### src/hdl/sslist_pkg.sv
// Shared types, constants and helpers for the sorted set list.
`default_nettype none
package sslist_pkg;

  localparam int CAPACITY    = 64;
  localparam int ELEM_WIDTH  = 32;
  localparam int VALUE_W     = 32;
  localparam int POS_W       = 6;
  localparam int COUNT_OUT_W = 7;
  localparam int IDX_W       = $clog2(CAPACITY);
  localparam int CNT_W       = $clog2(CAPACITY + 1);
  localparam int CMP_W       = (IDX_W > POS_W) ? IDX_W : POS_W;
  localparam int PC_W        = (CNT_W > POS_W) ? CNT_W : POS_W;
  localparam int GRP         = 8;
  localparam int NGRP        = (CAPACITY + GRP - 1) / GRP;
  localparam int CFG_IDX_W   = 1;
  localparam int CFG_DATA_W  = 1;

  typedef enum logic [1:0] {
    OP_ADD    = 2'd0,
    OP_REMOVE = 2'd1,
    OP_READ   = 2'd2,
    OP_NOP    = 2'd3
  } op_e;

  typedef enum logic [1:0] {
    ST_OK    = 2'd0,
    ST_DUP   = 2'd1,
    ST_RANGE = 2'd2,
    ST_FULL  = 2'd3
  } status_e;

  typedef enum logic [CFG_IDX_W-1:0] {
    REG_KEEP_SORTED = 1'b0,
    REG_ALLOW_DUP   = 1'b1
  } cfg_reg_e;

  typedef logic [ELEM_WIDTH-1:0] elem_t;

  // broadcast from the controller to every cell
  typedef struct packed {
    logic                 cmp_en;
    logic                 add_en;
    logic                 rem_en;
    elem_t                value;
    logic [POS_W-1:0]     pos;
    logic [CNT_W-1:0]     count;
  } cell_cmd_t;

  // per-cell compare results
  typedef struct packed {
    logic  ge;
    logic  eq;
    elem_t rd;
  } cell_flags_t;

  function automatic elem_t to_elem(input logic [VALUE_W-1:0] x);
    logic [ELEM_WIDTH+VALUE_W-1:0] tmp;
    tmp = {{ELEM_WIDTH{1'b0}}, x};
    return tmp[ELEM_WIDTH-1:0];
  endfunction

  function automatic logic [VALUE_W-1:0] from_elem(input elem_t e);
    logic [ELEM_WIDTH+VALUE_W-1:0] tmp;
    tmp = {{VALUE_W{1'b0}}, e};
    return tmp[VALUE_W-1:0];
  endfunction

endpackage
`default_nettype wire

### src/hdl/sslist_cell.sv
// One list slot: holds an entry, compares it, and shifts with its neighbors.
`default_nettype none
module sslist_cell import sslist_pkg::*; (
  input  wire logic              clk_i,
  input  wire logic [IDX_W-1:0]  idx_i,
  input  wire cell_cmd_t         cmd_i,
  input  wire logic              ins_i,
  input  wire logic              ins_prev_i,
  input  wire elem_t             prev_data_i,
  input  wire elem_t             next_data_i,
  output elem_t                  data_o,
  output cell_flags_t            flags_o
);

  elem_t       data_q;
  cell_flags_t flags_q;
  logic        valid;
  logic        sel;
  logic        at_or_after;

  assign valid       = CNT_W'(idx_i) < cmd_i.count;
  assign sel         = CMP_W'(idx_i) == CMP_W'(cmd_i.pos);
  assign at_or_after = CMP_W'(idx_i) >= CMP_W'(cmd_i.pos);

  always_ff @(posedge clk_i) begin
    if (cmd_i.cmp_en) begin
      flags_q.ge <= valid && (data_q >= cmd_i.value);
      flags_q.eq <= valid && (data_q == cmd_i.value);
      flags_q.rd <= (valid && sel) ? data_q : '0;
    end
    if (cmd_i.add_en) begin
      // first slot of the insert region takes the new word, the rest shift up
      if (ins_i) begin
        data_q <= ins_prev_i ? prev_data_i : cmd_i.value;
      end
    end else if (cmd_i.rem_en && at_or_after) begin
      data_q <= next_data_i;
    end
  end

  assign data_o  = data_q;
  assign flags_o = flags_q;

endmodule
`default_nettype wire

### config.mk
export PLATFORM = sky130hd
export DESIGN_NAME = sslist_cell
export DESIGN_NICKNAME = d
export VERILOG_FILES = /design/src/hdl/sslist_pkg.sv /design/src/hdl/sslist_cell.sv
export SDC_FILE = /design/constraint.sdc
export NUM_CORES = 1
export LEC_CHECK = 0
export ABC_AREA = 1
export BUFFER_PORTS_ARGS = -buffer_cell sky130_fd_sc_hd__buf_2
export CORE_MARGIN = 2
export CORE_UTILIZATION = 30
export CTS_CLUSTER_SIZE = 24
export DETAILED_ROUTE_END_ITERATION = 10
export SKIP_CTS_REPAIR_TIMING = 1
export SLEW_MARGIN = 5
export SYNTH_ARGS = -nofsm -noshare
export SYNTH_HDL_FRONTEND = slang
export SYNTH_SLANG_ARGS = --single-unit
### constraint.sdc
create_clock -name clk_i -period 5.42 [get_ports clk_i]
set_input_delay 1.084 -clock clk_i [delete_from_list [all_inputs] [get_ports clk_i]]
set_output_delay 1.084 -clock clk_i [all_outputs]
set_load 0.02 [all_outputs]
==> impl_metrics.csv <==
group,metric,value,unit
status,outcome,"finished, final reports clean",
cts,worstSkewPairLatency,0.33,ns
critical_path,cp_slowest_cell,"o21ai_4",
routing,avgRoutedWirePerCell,13.5,µm
power,switchingPower,0.447,mW
routing,initialDrtViolationCount,189,
run,drv_cap,0,
final_layout,layout_common_cells,"buf_2 (186), inv_1 (89), nand2_1 (82)",
routing,dr.pass1.iters,4,
global_routing,grt_start_max_net_pins,35,
critical_path,critPathKind,"in -> reg",
critical_path,r2r_slack,3.76,ns
critical_path,rr_startpoint,"data_o[31]",
final_layout,diodes,0,
global_routing,grt_pass1_wl,18100,µm
placement,gp_congestion,0.813,
power,clkPwrFrac,39.4,%
critical_path,required,5.37,ns
cts,numCtsBuffers,9,
critical_path,worst_ep_arrival_time,2.84,ns
global_routing,grt_pass1_vias,3788,
timing,hold_viol,0,
power,leakage,2.90,nW
timing,fmax,346,MHz
routing,dr_wl_met3,652,µm
cts,cts_root_buf,"clkbuf_16",
die,fp.dieH,122,µm
placement,port_buffers,186,
cts,htreeDepth,3,
synthesis,netlist_area,0.00416,mm²
global_routing,antenna_found_initial,0,
die,initial_core_util,30.3,%
critical_path,path_common_cell,"inv_2",
power,switching_share,28.3,%
timing,setup_violations,0,
cts,clockBufferDepth,2,
routing,post-route-drc-count,0,
synthesis,synth_cells,476,
power,power.total,1.58,mW
die,die-area,0.0148,mm²
min_path,holdCritStartpoint,"data_o[23]",
routing,dr.max_layer_used,"met4",
synthesis,ys_ff_latch,66,
critical_path,crit_path_end_kind,"register",
die,row_count,43,
min_path,hold_class,"reg -> reg",
final_layout,fill_cells,1437,
die,die_width,122,µm
synthesis,synthTopCellsByArea,"edfxtp_1 (48%), ha_1 (13%), inv_1 (8.0%)",
global_routing,grtUsageTotal,15.9,%
synthesis,synth.net_count,640,
synthesis,ys_types,22,
placement,place_hpwl,8700,µm
power,power.internal,1.13,mW
cts,clock_sinks,66,
final_layout,final_nets,823,
die,core,0.0137,mm²
critical_path,crit_start,"idx_i[5]",
cts,cts_tree,"yes",
synthesis,ys_warn_count,0,
final_layout,layout_commonest_cell,"buf_2",
timing,min_period,2.89,ns
synthesis,yosysSeqAreaShare,47.6,%
critical_path,crit_path_max_fanout,32,
synthesis,avgSynthCellArea,8.74,µm²
global_routing,grt-ovfl-total,0,
final_layout,drive_above_1_share,35.7,%
timing,fin_setup_tns,0,ns
power,power_density,284,mW/mm²
critical_path,crit_chain,"buf_2 > ha_1 > nand2_1 > inv_2 > nand3_1 > nand3b_4 > inv_2 > nor2_1 > o21ai_4",
routing,ant_nets,0,
power,share_comb_of_total_power,20.2,%
final_layout,area_growth,33.8,%
timing,skew,0.00908,ns
die,ioPinCount,187,
cts,clk_pin_slew,0.06,ns
critical_path,start_kind,"input port",
routing,viasPerCell,4.38,
synthesis,synth_top_area_share,47.6,%
critical_path,cpPeakStageDelay,0.81,ns
timing,hold_ws,0.618,ns
timing,worstMarginPinSlew,1.11,ns
routing,wl_met1,4770,µm
timing,slew_violations,0,
timing,fin_crit_sh,53.4,%
power,vdd_drop_max,0.168,mV
power,power_frac_seq,40.4,%
timing,rsz0062_at_grt,"false",
timing,relSlewSlack,25.8,%
routing,vias,3700,
routing,wirelength,11400,µm
synthesis,yosys.area.top_type,"edfxtp_1",
routing,met2_length,5760,µm
[power by group through the flow]
stage               combinational [mW]  sequential (mW)  clock [mW]
finish                           0.320            0.638       0.622
global route                     0.367            0.644       0.658
CTS                              0.326            0.639       0.637
detailed placement               0.325            0.649           0
global placement                 0.317            0.648           0
floorplan                        0.143            0.692           0
[worst paths after layout]
kind / endpoint / cells after the start
hold / removal: flags_o[23] / 2
setup reg to reg: flags_o[33] / 9
setup / recovery: data_o[11] / 9
hold reg to reg: flags_o[23] / 2
[kinds of logic (layout without fill, tap and decap cells)]
| family | Yosys count | count (layout) | share of synthesized area, % |
|---|---|---|---|
| buffers and inverters | 106 | 294 | 10.1 |
| AO/OA/AOI/OAI | 90 | 90 | 11.2 |
| adder cells (fa/ha/maj) | 43 | 43 | 12.9 |
| flip-flops | 66 | 66 | 47.6 |
| AND/OR/NAND/NOR | 171 | 171 | 18.1 |
[flip-flops by register name, indices dropped and copies added (netlist names)]
register / count
flags_o: 34
data_o: 32
[worst max-delay path: cells and delay by family]
kind | cells | cell delay (ns)
adders and majority gates | 1 | 0.29
buffers and inverters | 3 | 0.25
AOI/OAI and AO/OA | 1 | 0.81
and+or+nand+nor | 4 | 0.39
[cells in the mapped netlist]
library cell,count
a21boi_0,1
a21o_1,2
a21oi_1,17
buf_1,1
buf_2,1
buf_6,3
clkbuf_1,10
edfxtp_1,66
ha_1,43
inv_1,89
inv_2,2
nand2_1,82
nand3_1,3
nand3_4,1
nand3b_4,1
nand4_1,1
nor2_1,53
nor2_2,30
o211ai_1,1
o21ai_0,66
o21ai_1,2
o21bai_2,1
[area by class of cell]
cell class | count | area [µm²] | area share [%]
clock buffer | 11 | 233 | 4.18
clock inverter | 5 | 78.8 | 1.42
inverter | 91 | 342 | 6.13
multi-input combinational | 304 | 1770 | 31.8
sequential | 66 | 1980 | 35.6
tap | 180 | 225 | 4.04
timing repair buffer | 187 | 938 | 16.9
[through the flow]
stage	util, %	worst slack (ns)	cells	cell area, µm²
after floorplan	-	0.850	476	4160
after global placement	38.3	2.18	828	5260
after detailed placement	38.3	2.12	828	5260
after CTS	40.6	2.47	844	5570
after global routing	40.6	2.32	844	5570
final	40.6	2.53	844	5570
[metal layers]
metal,global-route usage (%),vias up
met2,28.4,123
met3,3.56,14
li1,-,1904
met4,5.39,0
met1,18.8,1659
met5,0,-
No activity file was read; power rests on OpenSTA's default activity.
